===== src/sv/ovus_pkg.sv =====
// Shared types and constants for the overwriting undo stack.
package ovus_pkg;

    localparam int DEPTH_DEF      = 16;
    localparam int DATA_WIDTH_DEF = 32;
    localparam int CAP_W          = 5;
    localparam int CNT_W          = 5;
    localparam logic [CAP_W-1:0] CAP_RESET = 5'd16;

    typedef enum logic [1:0] {
        CMD_PUSH    = 2'd0,
        CMD_POP     = 2'd1,
        CMD_PEEK    = 2'd2,
        CMD_REPLACE = 2'd3
    } t_cmd;

    typedef enum logic {
        S_IDLE = 1'b0,
        S_EXEC = 1'b1
    } t_state;

    // Controller to datapath commands
    typedef struct packed {
        logic capture;  // latch the request and start the top-entry read
        logic execute;  // apply the operation and load the result register
    } t_ctrl_cmd;

endpackage


===== src/sv/ovus_in_if.sv =====
// Request channel: command and word with valid/ready handshake.
interface ovus_in_if #(
    parameter int DATA_WIDTH = ovus_pkg::DATA_WIDTH_DEF
);
    logic                  valid;
    logic                  ready;
    logic [1:0]            cmd;
    logic [DATA_WIDTH-1:0] value_in;

    modport source (output valid, output cmd, output value_in, input ready);
    modport sink   (input valid, input cmd, input value_in, output ready);
endinterface


===== src/sv/ovus_out_if.sv =====
// Result channel: returned word, flags and stack status with valid/ready handshake.
interface ovus_out_if #(
    parameter int DATA_WIDTH = ovus_pkg::DATA_WIDTH_DEF
);
    logic                        valid;
    logic                        ready;
    logic [DATA_WIDTH-1:0]       value_out;
    logic                        value_valid;
    logic                        evicted_oldest;
    logic                        op_ignored;
    logic [ovus_pkg::CNT_W-1:0]  entry_count;
    logic                        is_empty;
    logic                        is_full;

    modport source (output valid, output value_out, output value_valid,
                    output evicted_oldest, output op_ignored, output entry_count,
                    output is_empty, output is_full, input ready);
    modport sink   (input valid, input value_out, input value_valid,
                    input evicted_oldest, input op_ignored, input entry_count,
                    input is_empty, input is_full, output ready);
endinterface


===== src/sv/ovus_ctrl.sv =====
// Controller: sequences capture and execute and owns the result valid flag.
module ovus_ctrl (
    input  logic                i_clk,
    input  logic                i_rst_n,
    input  logic                i_in_valid,
    output logic                o_in_ready,
    input  logic                i_out_ready,
    output logic                o_out_valid,
    output ovus_pkg::t_ctrl_cmd o_cmd
);
    import ovus_pkg::*;

    t_state r_state;
    t_state n_state;
    logic   r_out_valid;
    logic   n_out_valid;
    logic   w_slot_free;

    assign w_slot_free = !r_out_valid || i_out_ready;

    always_comb begin
        n_state = r_state;
        unique case (r_state)
            S_IDLE: begin
                if (i_in_valid) begin
                    n_state = S_EXEC;
                end
            end
            S_EXEC: begin
                if (w_slot_free) begin
                    n_state = S_IDLE;
                end
            end
            default: n_state = S_IDLE;
        endcase
    end

    always_comb begin
        o_in_ready    = 1'b0;
        o_cmd.capture = 1'b0;
        o_cmd.execute = 1'b0;
        unique case (r_state)
            S_IDLE: begin
                o_in_ready    = 1'b1;
                o_cmd.capture = i_in_valid;
            end
            S_EXEC: begin
                o_cmd.execute = w_slot_free;
            end
            default: begin
                o_in_ready = 1'b0;
            end
        endcase
    end

    // Set on a new result, drop once the waiting result transfers
    always_comb begin
        if (o_cmd.execute) begin
            n_out_valid = 1'b1;
        end else if (i_out_ready) begin
            n_out_valid = 1'b0;
        end else begin
            n_out_valid = r_out_valid;
        end
    end

    always_ff @(posedge i_clk) begin
        if (!i_rst_n) begin
            r_state     <= S_IDLE;
            r_out_valid <= 1'b0;
        end else begin
            r_state     <= n_state;
            r_out_valid <= n_out_valid;
        end
    end

    assign o_out_valid = r_out_valid;

endmodule


===== src/sv/ovus_dp.sv =====
// Datapath: entry ring, pointers, capacity register and result register.
module ovus_dp #(
    parameter int DEPTH      = ovus_pkg::DEPTH_DEF,
    parameter int DATA_WIDTH = ovus_pkg::DATA_WIDTH_DEF
) (
    input  logic                       i_clk,
    input  logic                       i_rst_n,
    input  ovus_pkg::t_ctrl_cmd        i_cmd,
    input  logic                       i_cfg_we,
    input  logic [ovus_pkg::CAP_W-1:0] i_cfg_wdata,
    input  logic [1:0]                 i_req_cmd,
    input  logic [DATA_WIDTH-1:0]      i_req_value,
    output logic [DATA_WIDTH-1:0]      o_value_out,
    output logic                       o_value_valid,
    output logic                       o_evicted_oldest,
    output logic                       o_op_ignored,
    output logic [ovus_pkg::CNT_W-1:0] o_entry_count,
    output logic                       o_is_empty,
    output logic                       o_is_full
);
    import ovus_pkg::*;

    localparam int IDX_W   = $clog2(DEPTH);
    localparam int EXT_W   = ((IDX_W > CAP_W) ? IDX_W : CAP_W) + 1;
    localparam int CAP_MAX = (DEPTH < 31) ? DEPTH : 31;
    localparam logic [CAP_W-1:0] CAP_MAX_V = CAP_MAX[CAP_W-1:0];

    logic [DATA_WIDTH-1:0] r_mem [DEPTH];
    logic [DATA_WIDTH-1:0] r_rd_data;

    logic [CAP_W-1:0]      r_cap_reg;
    logic [IDX_W-1:0]      r_top;
    logic [IDX_W-1:0]      r_oldest;
    logic [CNT_W-1:0]      r_count;
    t_cmd                  r_op;
    logic [DATA_WIDTH-1:0] r_val;

    logic [IDX_W-1:0]      n_top;
    logic [IDX_W-1:0]      n_oldest;
    logic [CNT_W-1:0]      n_count;
    logic [DATA_WIDTH-1:0] n_value_out;
    logic                  n_value_valid;
    logic                  n_evicted;
    logic                  n_ignored;
    logic                  w_mem_we;
    logic [IDX_W-1:0]      w_mem_addr;

    logic [CAP_W-1:0]      w_cap;
    logic [EXT_W-1:0]      w_cap_ext;
    logic [IDX_W-1:0]      w_cap_last;
    logic [IDX_W-1:0]      w_top_inc;
    logic [IDX_W-1:0]      w_oldest_inc;
    logic [EXT_W-1:0]      w_top_ext;
    logic [EXT_W-1:0]      w_oldest_ext;

    // Zero acts as one, anything above the ring size as the ring size
    always_comb begin
        if (r_cap_reg == '0) begin
            w_cap = CAP_W'(1);
        end else if (r_cap_reg > CAP_MAX_V) begin
            w_cap = CAP_MAX_V;
        end else begin
            w_cap = r_cap_reg;
        end
    end

    assign w_cap_ext    = EXT_W'(w_cap);
    assign w_cap_last   = IDX_W'(w_cap_ext - EXT_W'(1));
    assign w_top_ext    = EXT_W'(r_top) + EXT_W'(1);
    assign w_oldest_ext = EXT_W'(r_oldest) + EXT_W'(1);
    assign w_top_inc    = (w_top_ext >= w_cap_ext) ? '0 : IDX_W'(w_top_ext);
    assign w_oldest_inc = (w_oldest_ext >= w_cap_ext) ? '0 : IDX_W'(w_oldest_ext);

    always_comb begin
        n_top         = r_top;
        n_oldest      = r_oldest;
        n_count       = r_count;
        n_value_out   = '0;
        n_value_valid = 1'b0;
        n_evicted     = 1'b0;
        n_ignored     = 1'b0;
        w_mem_we      = 1'b0;
        w_mem_addr    = r_top;
        if (r_op == CMD_PUSH) begin
            n_top      = w_top_inc;
            w_mem_we   = 1'b1;
            w_mem_addr = w_top_inc;
            if (r_count == '0) begin
                n_oldest = w_top_inc;
                n_count  = CNT_W'(1);
            end else if (r_count < w_cap) begin
                n_count = r_count + CNT_W'(1);
            end else begin
                n_oldest  = w_oldest_inc;
                n_evicted = 1'b1;
            end
        end else if (r_count == '0) begin
            n_ignored = 1'b1;
        end else begin
            case (r_op)
                CMD_POP: begin
                    n_value_out   = r_rd_data;
                    n_value_valid = 1'b1;
                    n_top         = (r_top == '0) ? w_cap_last : r_top - IDX_W'(1);
                    n_count       = r_count - CNT_W'(1);
                end
                CMD_PEEK: begin
                    n_value_out   = r_rd_data;
                    n_value_valid = 1'b1;
                end
                default: begin
                    w_mem_we = 1'b1;
                end
            endcase
        end
    end

    // Entry ring: one write port, one registered read at the top
    always_ff @(posedge i_clk) begin
        if (i_cmd.execute && w_mem_we) begin
            r_mem[w_mem_addr] <= r_val;
        end
        if (i_cmd.capture) begin
            r_rd_data <= r_mem[r_top];
        end
    end

    always_ff @(posedge i_clk) begin
        if (i_cmd.capture) begin
            r_op  <= t_cmd'(i_req_cmd);
            r_val <= i_req_value;
        end
        if (i_cmd.execute) begin
            o_value_out      <= n_value_out;
            o_value_valid    <= n_value_valid;
            o_evicted_oldest <= n_evicted;
            o_op_ignored     <= n_ignored;
            o_entry_count    <= n_count;
            o_is_empty       <= (n_count == '0);
            o_is_full        <= (n_count == w_cap);
        end
    end

    always_ff @(posedge i_clk) begin
        if (!i_rst_n) begin
            r_cap_reg <= CAP_RESET;
            r_top     <= '0;
            r_oldest  <= '0;
            r_count   <= '0;
        end else if (i_cfg_we) begin
            r_cap_reg <= i_cfg_wdata;
            r_top     <= '0;
            r_oldest  <= '0;
            r_count   <= '0;
        end else if (i_cmd.execute) begin
            r_top    <= n_top;
            r_oldest <= n_oldest;
            r_count  <= n_count;
        end
    end

endmodule


===== src/sv/overwriting_undo_stack_unit.sv =====
// Top level of the overwriting undo stack: controller plus datapath.
// Bounded LIFO undo store in a ring of DEPTH words. Each request carries a
// command (push, pop, peek, replace) and a word; each produces exactly one
// result with the returned word, a valid flag, eviction and ignore flags, and
// the entry count with empty and full after the operation. A push on a full
// stack drops the oldest entry. Pop, peek and replace on an empty stack change
// nothing and report op_ignored. A request is handled in a capture step and
// an execute step: the top entry is read from the ring with a registered
// read at the request transfer, and the execute step applies the operation
// and loads the result register once that register is free or being emptied.
// One request is in work at a time; a new request is taken while the
// previous result still waits in the output register, and it holds in the
// execute step until that result transfers. Writing the capacity register
// empties the stack; write it only while no request is in work. Capacity zero
// acts as one, and values above DEPTH act as DEPTH. The ring needs no clearing
// pass after reset: an entry is always written before it can be read.
module overwriting_undo_stack_unit #(
    parameter int DEPTH      = ovus_pkg::DEPTH_DEF,
    parameter int DATA_WIDTH = ovus_pkg::DATA_WIDTH_DEF
) (
    input  logic                       i_clk,
    input  logic                       i_rst_n,
    input  logic                       i_cfg_we,
    input  logic [ovus_pkg::CAP_W-1:0] i_cfg_wdata,
    ovus_in_if.sink                    i_req,
    ovus_out_if.source                 o_rsp
);
    import ovus_pkg::*;

    t_ctrl_cmd w_cmd;

    // Sequence each request: capture on transfer, execute when the result
    // register is free or being emptied
    ovus_ctrl u_ctrl (
        .i_clk       (i_clk),
        .i_rst_n     (i_rst_n),
        .i_in_valid  (i_req.valid),
        .o_in_ready  (i_req.ready),
        .i_out_ready (o_rsp.ready),
        .o_out_valid (o_rsp.valid),
        .o_cmd       (w_cmd)
    );

    // Hold the ring, pointers, capacity and the result payload
    ovus_dp #(
        .DEPTH      (DEPTH),
        .DATA_WIDTH (DATA_WIDTH)
    ) u_dp (
        .i_clk            (i_clk),
        .i_rst_n          (i_rst_n),
        .i_cmd            (w_cmd),
        .i_cfg_we         (i_cfg_we),
        .i_cfg_wdata      (i_cfg_wdata),
        .i_req_cmd        (i_req.cmd),
        .i_req_value      (i_req.value_in),
        .o_value_out      (o_rsp.value_out),
        .o_value_valid    (o_rsp.value_valid),
        .o_evicted_oldest (o_rsp.evicted_oldest),
        .o_op_ignored     (o_rsp.op_ignored),
        .o_entry_count    (o_rsp.entry_count),
        .o_is_empty       (o_rsp.is_empty),
        .o_is_full        (o_rsp.is_full)
    );

endmodule


===== src/flat_wrapper.sv =====
// flat-port wrapper written by rule: the top's interface ports become plain ports
module overwriting_undo_stack_unit_flat import ovus_pkg::*;
#(
    parameter int DEPTH      = ovus_pkg::DEPTH_DEF,
    parameter int DATA_WIDTH = ovus_pkg::DATA_WIDTH_DEF
)
  (i_clk, i_rst_n, i_cfg_we, i_cfg_wdata, i_req_valid, i_req_cmd, i_req_value_in, i_req_ready, o_rsp_valid, o_rsp_value_out, o_rsp_value_valid, o_rsp_evicted_oldest, o_rsp_op_ignored, o_rsp_entry_count, o_rsp_is_empty, o_rsp_is_full, o_rsp_ready);
  ovus_in_if #(.DATA_WIDTH(DATA_WIDTH)) i_req_i ();
  ovus_out_if #(.DATA_WIDTH(DATA_WIDTH)) o_rsp_i ();
  input  logic i_clk;
  input  logic i_rst_n;
  input  logic i_cfg_we;
  input  logic [ovus_pkg::CAP_W-1:0] i_cfg_wdata;
  input wire logic [$bits(i_req_i.valid)-1:0] i_req_valid;
  input wire logic [$bits(i_req_i.cmd)-1:0] i_req_cmd;
  input wire logic [$bits(i_req_i.value_in)-1:0] i_req_value_in;
  output wire logic [$bits(i_req_i.ready)-1:0] i_req_ready;
  output wire logic [$bits(o_rsp_i.valid)-1:0] o_rsp_valid;
  output wire logic [$bits(o_rsp_i.value_out)-1:0] o_rsp_value_out;
  output wire logic [$bits(o_rsp_i.value_valid)-1:0] o_rsp_value_valid;
  output wire logic [$bits(o_rsp_i.evicted_oldest)-1:0] o_rsp_evicted_oldest;
  output wire logic [$bits(o_rsp_i.op_ignored)-1:0] o_rsp_op_ignored;
  output wire logic [$bits(o_rsp_i.entry_count)-1:0] o_rsp_entry_count;
  output wire logic [$bits(o_rsp_i.is_empty)-1:0] o_rsp_is_empty;
  output wire logic [$bits(o_rsp_i.is_full)-1:0] o_rsp_is_full;
  input wire logic [$bits(o_rsp_i.ready)-1:0] o_rsp_ready;
  assign i_req_i.valid = i_req_valid;
  assign i_req_i.cmd = i_req_cmd;
  assign i_req_i.value_in = i_req_value_in;
  assign i_req_ready = i_req_i.ready;
  assign o_rsp_valid = o_rsp_i.valid;
  assign o_rsp_value_out = o_rsp_i.value_out;
  assign o_rsp_value_valid = o_rsp_i.value_valid;
  assign o_rsp_evicted_oldest = o_rsp_i.evicted_oldest;
  assign o_rsp_op_ignored = o_rsp_i.op_ignored;
  assign o_rsp_entry_count = o_rsp_i.entry_count;
  assign o_rsp_is_empty = o_rsp_i.is_empty;
  assign o_rsp_is_full = o_rsp_i.is_full;
  assign o_rsp_i.ready = o_rsp_ready;
  overwriting_undo_stack_unit #(.DEPTH(DEPTH), .DATA_WIDTH(DATA_WIDTH)) u_core (.i_clk(i_clk), .i_rst_n(i_rst_n), .i_cfg_we(i_cfg_we), .i_cfg_wdata(i_cfg_wdata), .i_req(i_req_i), .o_rsp(o_rsp_i));
endmodule

===== config.mk =====
export PLATFORM = sky130hd
export DESIGN_NAME = overwriting_undo_stack_unit_flat
export DESIGN_NICKNAME = d
export VERILOG_FILES = /design/src/sv/ovus_pkg.sv /design/src/sv/ovus_in_if.sv /design/src/sv/ovus_out_if.sv /design/src/sv/ovus_ctrl.sv /design/src/sv/ovus_dp.sv /design/src/sv/overwriting_undo_stack_unit.sv /design/src/flat_wrapper.sv
export SDC_FILE = /design/constraint.sdc
export NUM_CORES = 1
export LEC_CHECK = 0
export ABC_AREA = 1
export BUFFER_PORTS_ARGS = -buffer_cell sky130_fd_sc_hd__buf_4
export CORE_MARGIN = 2
export CORE_UTILIZATION = 30
export DETAILED_ROUTE_END_ITERATION = 12
export MAX_ROUTING_LAYER = met4
export PLACE_DENSITY = 0.55
export SYNTH_ARGS = -nofsm -noshare
export SYNTH_HDL_FRONTEND = slang
export SYNTH_HIERARCHICAL = 1
export SYNTH_SLANG_ARGS = --single-unit

===== constraint.sdc =====
create_clock -name i_clk -period 6.1 [get_ports i_clk]
set_input_delay 0.305 -clock i_clk [delete_from_list [all_inputs] [get_ports i_clk]]
set_output_delay 0.305 -clock i_clk [all_outputs]
set_load 0.05 [all_outputs]

==> out/summary.txt, run 1 <==
Top cells by count, synth: 620 x edfxtp_1, 327 x nor2_1, 260 x o21ai_0
Global-route wire length before repair: 94200 µm
Leak: 9.81 nW
Residual DRC: 0
TritonCTS Buffers: 69
Cell variety after synth: 41
Worst Setup End Kind: flop
Crit path DAT: 4.46 ns
Vias per cell: 4.99
Post-DP Area: 0.0267 mm²
Initial antenna violation count: 0
Initial DRC count: 1421
# clock sinks: 636
Fin cells: 3034
Starting density of the core: 30.3%
Core area: 0.0822 mm²
Critical Path RT: 6.32 ns
Area Overhead vs Synth: 17.9%
Final slew viol count: 0
Multi-input logic area: 0.00531 mm²
Fin area: 0.0294 mm²
Worst slack at placement: 1.86 ns
Clock tree buffer depth: 3
IO Count: 88
DIE AREA: 0.0854 mm²
Maximum clock rate: 0.236 GHz
Max FFs per register: 512
CP max FO: 68
Slew @ Worst Pin: 1.22 ns
Drt total wl: 62500 µm
Placed cells: 2865
Number of fill cells: 7861
Nature of the critical path startpoint: flop
YS warnings: 6
HP Class: input port to flop
Largest reg by FF count: u_core/u_dp/r_mem
Most frequent cell after synthesis: edfxtp_1
GRT Total Usage: 14.9%
Slew HR: 18.3%
Post-CTS setup buffer count: 0
Yosys reg bits: 636
Cell Rows: 105
Reg clk slew, reported paths: 0.06 ns
Asr flop ratio synth: 0%
Chip Height: 292 µm
ANT nets after route: 0
Via count: 15100
Cell Area, Synth: 0.0249 mm²
Share of layout cells above drive strength 1: 13.5%
Post-detail-place hpwl: 35900 µm
Vias in the first global route: 15100
Mean routed wirelength per cell: 20.6 µm
Crit path kind: flop to flop
Post-CTS Resized: 0
Reg area: 0.0189 mm²
DR pass1 iterations: 5
Total negative slack: 0 ns
Register area share after synthesis: 76.0%
Max IR drop VDD: 162 µV
Hold_buf cts: 48
Yosys top cell by area: edfxtp_1
Final setup fails: 0
EDFF count, synth: 620
Final net count: 1974
Top cell type's share of synthesized area: 74.7%
Average instance area after synthesis: 13.8 µm²
Fin crit period: 4.24 ns
Max-cap violations: 0
Final Cycle Share: 69.5%
Ranking of synthesized cells by area: edfxtp_1 75%, o21ai_0 5.2%, nor2_1 4.9%
RD Place Congestion: 0.831
RSZ-0062 raised after global routing: no
Port-buffer cells: 87
Worst skew pair latency: 0.62 ns
Pwr Density: 326 mW/mm²
Setup WS post-layout: 1.86 ns
Mapped Nets: 1865
H-tree levels: 3
GRT overflow: 0
Fin util: 35.7%
CTS Root Cell: clkbuf_16
Antenna Cells: 0
Largest net degree at the start of global routing: 108
Final hold vios: 0
Outcome: finished clean
Cells after Synth: 1805
Main synth FF type: edfxtp_1
Clock skew: 0.0334 ns
CTS tree: yes
Die Width: 292 µm
final timing paths:
check,start,to,slack (ns),cells after the start
setup / recovery,u_core/u_dp/r_top[0]$_SDFFE_PP0P_,u_core/u_dp/r_mem[2][23]$_DFFE_PP_,1.86,12
hold / removal,i_cfg_wdata[0],u_core/u_dp/r_cap_reg[0]$_SDFFE_PN0P_,0.05,3
setup reg to reg,u_core/u_dp/r_top[0]$_SDFFE_PP0P_,u_core/u_dp/r_mem[2][23]$_DFFE_PP_,1.86,12
hold reg to reg,u_core/u_dp/r_cap_reg[0]$_SDFFE_PN0P_,u_core/u_dp/r_cap_reg[0]$_SDFFE_PN0P_,0.53,2
report_power, final:
group	internal, mW	switching [mW]
clock	2.44	1.71
combinational	0.140	0.314
sequential	4.89	0.0984
total	7.47	2.12
worst max-delay path, stage by stage (launching register included):
cell	delay, ns
dfxtp_4	0.70
inv_6	0.31
ha_1	0.41
ha_1	0.33
nand2_1	0.07
nor3_1	0.04
nor2_1	0.11
nand3_1	0.13
inv_2	0.11
nand2_1	0.08
o21ai_1	0.19
nand2_1	0.33
nor2_4	0.99
metal layers:
| layer | vias up | wire length (µm) | track usage (%) |
|---|---|---|---|
| li1 | 6965 | - | - |
| met1 | 7621 | 29000 | 20.4 |
| met2 | 468 | 28200 | 22.4 |
| met3 | 89 | 4030 | 3.09 |
| met4 | 0 | 1230 | 4.57 |
| met5 | - | 0 | - |
stage by stage:
stage | total power [mW] | hold slack [ns]
after global routing | 9.91 | 0.0590
after floorplan | 5.30 | 0.404
after global placement | 5.51 | 0.486
after CTS | 9.70 | 0.00596
after detailed placement | 5.51 | 0.485
final | 9.59 | 0.0537
layout make-up:
cell class	count	area share (%)
flip-flops and latches	636	64.5
clock buffers	82	6.04
inverters	80	1.06
repair buffers	149	4.22
clock inverters	39	1.59
multi-input cells	978	18.1
well taps	1070	4.56
logic make-up (layout without fill, tap and decap cells):
group | after synthesis | count (layout) | synth area share [%]
XOR/XNOR | 6 | 6 | 0.241
buffers and inverters | 191 | 350 | 3.31
adder cells (fa/ha/maj) | 16 | 16 | 0.803
AO/OA/AOI/OAI | 473 | 473 | 11.7
AND/OR/NAND/NOR | 483 | 483 | 8.02
flip-flops | 636 | 636 | 76.0
placed cells by master, fill, tap and decap left out, types with 18 or more instances in the layout:
| cell | n |
|---|---|
| buf_4 | 101 |
| clkbuf_16 | 69 |
| dlygate4sd3_1 | 48 |
| edfxtp_1 | 620 |
| inv_1 | 66 |
| nand2_1 | 83 |
| nand3_1 | 43 |
| nor2_1 | 310 |
| nor2_4 | 18 |
| o211ai_1 | 41 |
| o21ai_0 | 260 |
| o221ai_1 | 88 |
| o22ai_1 | 40 |
(Power assumes the default switching activity.)
==> inputs of run 2 (changes only) <==
Clock period 6.1 ns to 4.15 ns, I/O delays scaled along.
==> run 2 against run 1 <==
Against the previous run: clock skew down 0.0074 ns; total power increased by 46%; critical endpoint is now u_core/u_dp/r_mem[10][22]$_DFFE_PP_; first-iteration DRC count fell by 5.1%; wire length up 0.25%; global-route usage rose by 0.081 points; register-to-register slack got worse by 1.1 ns; cell count rose by 1.2%.
==> out/summary.txt, run 2 (synthesized netlist as in run 1, its figures left out) <==
Min-Delay Path Depth: 4
Worst skew pair latency: 0.62 ns
Maximum clock rate: 0.292 GHz
Pwr Density: 471 mW/mm²
Largest net degree at the start of global routing: 259
Critical Path RT: 4.45 ns
Residual DRC: 0
Power, Total: 14.0 mW
CTS Root Cell: clkbuf_16
Post-CTS Resized: 0
GRT Total Usage: 15.0%
Via count: 15200
RSZ-0062 raised after global routing: no
Total negative slack: 0 ns
Drt total wl: 62600 µm
Initial DRC count: 1349
Die Width: 292 µm
Final net count: 2012
Worst R2R End: u_core/u_dp/r_mem[10][22]$_DFFE_PP_
CP Cell Sequence: buf_4, ha_1, nand2_1, inv_1, nand4_1, nand3_1, inv_2, nand2_1, o21ai_1, nand2_1, nor2_4, buf_12
Post-CTS setup buffer count: 0
Core area: 0.0822 mm²
GRT overflow: 0
Most frequent cells in the layout: 620 x edfxtp_1, 310 x nor2_1, 260 x o21ai_0
RD Place Congestion: 0.821
FF-to-FF setup slack: 0.72 ns
Mean routed wirelength per cell: 20.4 µm
DIE AREA: 0.0854 mm²
CP endpoint: u_core/u_dp/r_mem[10][22]$_DFFE_PP_
Final Cycle Share: 82.5%
Setup WS post-layout: 0.725 ns
Fin util: 36.1%
Worst slack at placement: 0.770 ns
Max FFs per register: 512
Post-detail-place hpwl: 34300 µm
Max-cap violations: 0
Reg-to-reg startpoint: u_core/u_dp/r_top[0]$_SDFFE_PP0P_
Vias per cell: 4.96
Port-buffer cells: 87
Cell Rows: 105
Leak: 10.0 nW
Vias in the first global route: 15100
CP Launch Point: u_core/u_dp/r_top[0]$_SDFFE_PP0P_
Clock skew: 0.0260 ns
Worst Setup End Kind: flop
Global-route wire length before repair: 94900 µm
Commonest non-fill, non-tap cell in the layout: edfxtp_1
Slew @ Worst Pin: 1.38 ns
Crit path DAT: 3.73 ns
Final setup fails: 0
IO Count: 88
# clock sinks: 636
Chip Height: 292 µm
Reg clk slew, reported paths: 0.06 ns
Crit path kind: flop to flop
Slowest stage delay, CP: 0.61 ns
H-tree levels: 3
DR pass1 iterations: 5
Most frequent CP cell: nand2_1
HP Class: input port to flop
Outcome: finished clean
Clock tree buffer depth: 3
CTS tree: yes
CP max-delay cell: nor2_4
ANT nets after route: 0
Max IR drop VDD: 246 µV
Slew HR: 8.21%
Largest reg by FF count: u_core/u_dp/r_mem
Starting density of the core: 30.3%
TritonCTS Buffers: 69
Initial antenna violation count: 0
Final hold vios: 0
Fin crit period: 3.43 ns
CP max FO: 69
Nature of the critical path startpoint: flop
Worst R2R Path Depth: 12
Area Overhead vs Synth: 19.2%
Share of layout cells above drive strength 1: 15.0%
Final slew viol count: 0
-- run 2: cell types whose count changed in the layout (fill, tap and decap cells not counted), moves of 2 or more --
cell | previous run | this run
clkbuf_1 | 13 | 8
buf_12 | 0 | 4
clkinv_2 | 8 | 6
dlygate4sd3_1 | 48 | 53
buf_4 | 101 | 130
clkinvlp_4 | 1 | 3
inv_16 | 2 | 0
-- run 2: worst min path at each step --
stage,start,end,slack [ns]
6_report,i_cfg_we,u_core/u_dp/r_top[1]$_SDFFE_PP0P_,0.24
5_1_grt,i_cfg_we,u_core/u_dp/r_top[1]$_SDFFE_PP0P_,0.28
4_1_cts,i_cfg_we,u_core/u_dp/r_top[1]$_SDFFE_PP0P_,0.20
3_5_place_dp,i_req_value_in[17],u_core/u_dp/r_val[17]$_DFFE_PP_,0.39
3_3_place_gp,i_req_value_in[17],u_core/u_dp/r_val[17]$_DFFE_PP_,0.39
2_1_floorplan,i_rst_n,u_core/u_dp/r_cap_reg[4]$_SDFFE_PN1P_,0.31
-- run 2: final cells by class --
class | instances | area (µm²)
fillers | 7795 | 52500
flip-flops and latches | 636 | 18900
multi-input cells | 978 | 5310
clock buffers | 77 | 1760
repair buffers | 187 | 1590
well taps | 1070 | 1340
clock inverters | 40 | 460
inverters | 80 | 310
diodes | 1 | 2.50
-- run 2: through the flow --
| stage | std cells | area [µm²] | hold WS (ns) |
|---|---|---|---|
| 3_3_place_gp | 2898 | 27000 | 0.388 |
| 3_5_place_dp | 2898 | 27000 | 0.389 |
| 6_report | 3069 | 29700 | 0.243 |
| 5_1_grt | 3068 | 29700 | 0.284 |
| 4_1_cts | 3068 | 29700 | 0.205 |
| 2_1_floorplan | 1805 | 24900 | 0.306 |
-- run 2: critical path: cells and delay by family, from the launching register on --
family | cells | cell delay [ns]
AND/OR/NAND/NOR | 6 | 1.24
adder cells (fa/ha/maj) | 1 | 0.35
AO/OA/AOI/OAI | 1 | 0.14
flip-flops | 1 | 0.40
buffers and inverters | 4 | 0.99
-- run 2: what timing repair did --
action                                  CTS  global route
endpoints found under the setup margin    0             0
hold endpoints to repair                 41             0
hold buffers                             53             0
-- run 2: routing by layer --
layer	vias to the layer above	wire (µm)	global-route usage, %	part of all wire, %
met1	7626	28300	20.0	45
met3	81	3610	2.65	5.8
met5	-	0	-	0
li1	7042	-	-	-
met4	0	1330	4.67	2.1
met2	469	29400	23.4	47
-- run 2: report_power, final --
| part | total, mW | internal [mW] | switching, mW |
|---|---|---|---|
| clock network | 6.02 | 3.51 | 2.51 |
| logic | 0.673 | 0.215 | 0.458 |
| registers | 7.31 | 7.18 | 0.126 |
==> inputs of run 3 (changes only) <==
Clock period 4.15 ns to 3.6 ns, I/O delays scaled along.
==> run 3 against run 2 <==
Against the previous run: non-clock buffer count stayed put; via count is 0.49% higher; worst setup slack worse by 0.43 ns; clock skew is 0.0015 ns higher; die area stayed put; final area is 0.69% higher; utilization is 0.25 points higher; fmax is 3.6% higher; clock-buffer cell count is 6 higher.
==> out/summary.txt, run 3 (synthesized netlist as in run 1, its figures left out) <==
Post-CTS setup buffer count: 0
Worst R2R Path Depth: 13
DIE AREA: 0.0854 mm²
Largest net degree at the start of global routing: 259
Post-CTS Resized: 0
Final setup fails: 0
Fin crit period: 3.30 ns
DR pass1 iterations: 8
ANT nets after route: 0
Nature of the critical path startpoint: flop
RSZ-0062 raised after global routing: no
Number of fill cells: 7837
Crit path kind: flop to flop
Initial antenna violation count: 0
Clock tree buffer depth: 3
Worst hold slack: 0.197 ns
GRT Total Usage: 15.0%
Via count: 15300
Die Width: 292 µm
Reg-to-reg startpoint: u_core/u_dp/r_top[0]$_SDFFE_PP0P_
Psw: 3.58 mW
Leak: 10.1 nW
Antenna Cells: 0
Max FFs per register: 512
Combinational share of power: 4.8%
Commonest non-fill, non-tap cell in the layout: edfxtp_1
HP Class: input port to flop
GRT overflow: 0
Critical Path RT: 3.87 ns
Slew HR: 26.7%
Port-buffer cells: 87
Worst R2R End: u_core/u_dp/r_mem[7][5]$_DFFE_PP_
Chip Height: 292 µm
Max-cap violations: 0
Total negative slack: 0 ns
Area Overhead vs Synth: 20.0%
Core area: 0.0822 mm²
Most frequent cells in the layout: 620 x edfxtp_1, 310 x nor2_1, 260 x o21ai_0
# clock sinks: 636
Max IR drop VDD: 261 µV
Starting density of the core: 30.3%
WHS Endpoint: u_core/u_dp/r_top[1]$_SDFFE_PP0P_
Pwr Density: 545 mW/mm²
Final hold vios: 0
Residual DRC: 0
Cell Rows: 105
Initial DRC count: 1237
Slew @ Worst Pin: 1.10 ns
Maximum clock rate: 0.303 GHz
CTS Root Cell: clkbuf_16
Fin util: 36.4%
Share of layout cells above drive strength 1: 14.9%
Min-Delay Path Depth: 4
Largest reg by FF count: u_core/u_dp/r_mem
CTS tree: yes
H-tree levels: 3
Final Cycle Share: 91.8%
Crit path DAT: 3.58 ns
Internal power: 12.7 mW
Worst Setup End Kind: flop
Final net count: 2012
TritonCTS Buffers: 69
Mean routed wirelength per cell: 20.3 µm
Global-route wire length before repair: 95600 µm
Sw frac: 22.0%
IO Count: 88
CP max FO: 19
Power share of the sequential group: 51.7%
Worst skew pair latency: 0.63 ns
FF-to-FF setup slack: 0.30 ns
Outcome: finished clean
Post-detail-place hpwl: 34100 µm
Clock skew: 0.0276 ns
Min-delay src: i_cfg_we
Final slew viol count: 0
Vias in the first global route: 15400
Vias per cell: 4.97
Reg clk slew, reported paths: 0.06 ns
RD Place Congestion: 0.869
Drt total wl: 62500 µm
Power share of the clock group: 43.5%
==> run 3: cell count changes in the layout (fill, tap and decap cells not counted), sizes merged <==
cell,before,now
clkbuf,77,83
bufinv,7,8
clkinvlp,3,4
diode,1,0
==> run 3: per-stage QoR <==
step           setup WS [ns]  cells  area (µm²)  power (mW)
5_1_grt               0.0772   3076       29900        16.9
4_1_cts                0.333   3076       29900        16.5
3_3_place_gp           0.415   2898       27100        9.31
2_1_floorplan         -0.354   1805       24900        8.99
6_report               0.295   3076       29900        16.3
3_5_place_dp           0.348   2898       27100        9.32
==> run 3: per-layer routing <==
metal  part of all wire [%]  GRT usage [%]  wire length, µm
met1                     46           20.4            28700
met2                     46           23.5            29000
met3                    5.7           2.24             3590
met4                    2.0           4.55             1270
met5                      0              -                0
==> run 3: worst max path at each step <==
| stage | startpoint | to | slack [ns] | cells past startpoint |
|---|---|---|---|---|
| final | u_core/u_dp/r_top[0]$_SDFFE_PP0P_ | u_core/u_dp/r_mem[7][5]$_DFFE_PP_ | 0.30 | 13 |
| after global routing | u_core/u_dp/r_top[0]$_SDFFE_PP0P_ | u_core/u_dp/r_mem[6][27]$_DFFE_PP_ | 0.08 | 13 |
| after global placement | u_core/u_dp/r_top[0]$_SDFFE_PP0P_ | u_core/u_dp/r_mem[4][5]$_DFFE_PP_ | 0.41 | 13 |
| after floorplan | u_core/u_dp/r_top[0]$_SDFFE_PP0P_ | u_core/u_dp/r_mem[0][0]$_DFFE_PP_ | -0.35 | 16 |
| after detailed placement | u_core/u_dp/r_top[0]$_SDFFE_PP0P_ | u_core/u_dp/r_mem[6][17]$_DFFE_PP_ | 0.35 | 13 |
| after CTS | u_core/u_dp/r_top[0]$_SDFFE_PP0P_ | u_core/u_dp/r_mem[6][24]$_DFFE_PP_ | 0.33 | 13 |
==> run 3: layout make-up <==
| cell class | count | area, µm² | area share, % |
|---|---|---|---|
| inverter | 80 | 310 | 1.04 |
| clock buffer | 83 | 1800 | 6.02 |
| tap | 1070 | 1340 | 4.48 |
| timing repair buffer | 187 | 1740 | 5.81 |
| sequential | 636 | 18900 | 63.3 |
| clock inverter | 42 | 477 | 1.59 |
| multi-input combinational | 978 | 5300 | 17.7 |
==> run 3: worst max-delay path, stage by stage, from the launching register on <==
cell and delay (ns):
dfxtp_4 0.40, ha_1 0.19, xor2_1 0.26, ha_1 0.31
a21oi_1 0.17, o21ai_0 0.11, nor2_1 0.12, nand3_1 0.13
inv_2 0.09, nand2_1 0.07, o21ai_1 0.23, nand2_1 0.31
nor2_4 0.19, buf_4 0.35
==> run 3: power by group through the flow <==
| stage | Combinational [mW] | Sequential (mW) | Clock, mW |
|---|---|---|---|
| finish | 0.777 | 8.42 | 7.09 |
| global route | 0.853 | 8.44 | 7.57 |
| CTS | 0.789 | 8.42 | 7.27 |
| detailed placement | 0.738 | 8.58 | 0 |
| global placement | 0.736 | 8.57 | 0 |
| floorplan | 0.347 | 8.64 | 0 |
==> run 3: timing repair <==
| action | 4_1_cts | 5_1_grt |
|---|---|---|
| endpoints found under the setup margin | 0 | 0 |
| hold endpoints to repair | 45 | 0 |
| hold buffers | 53 | 0 |
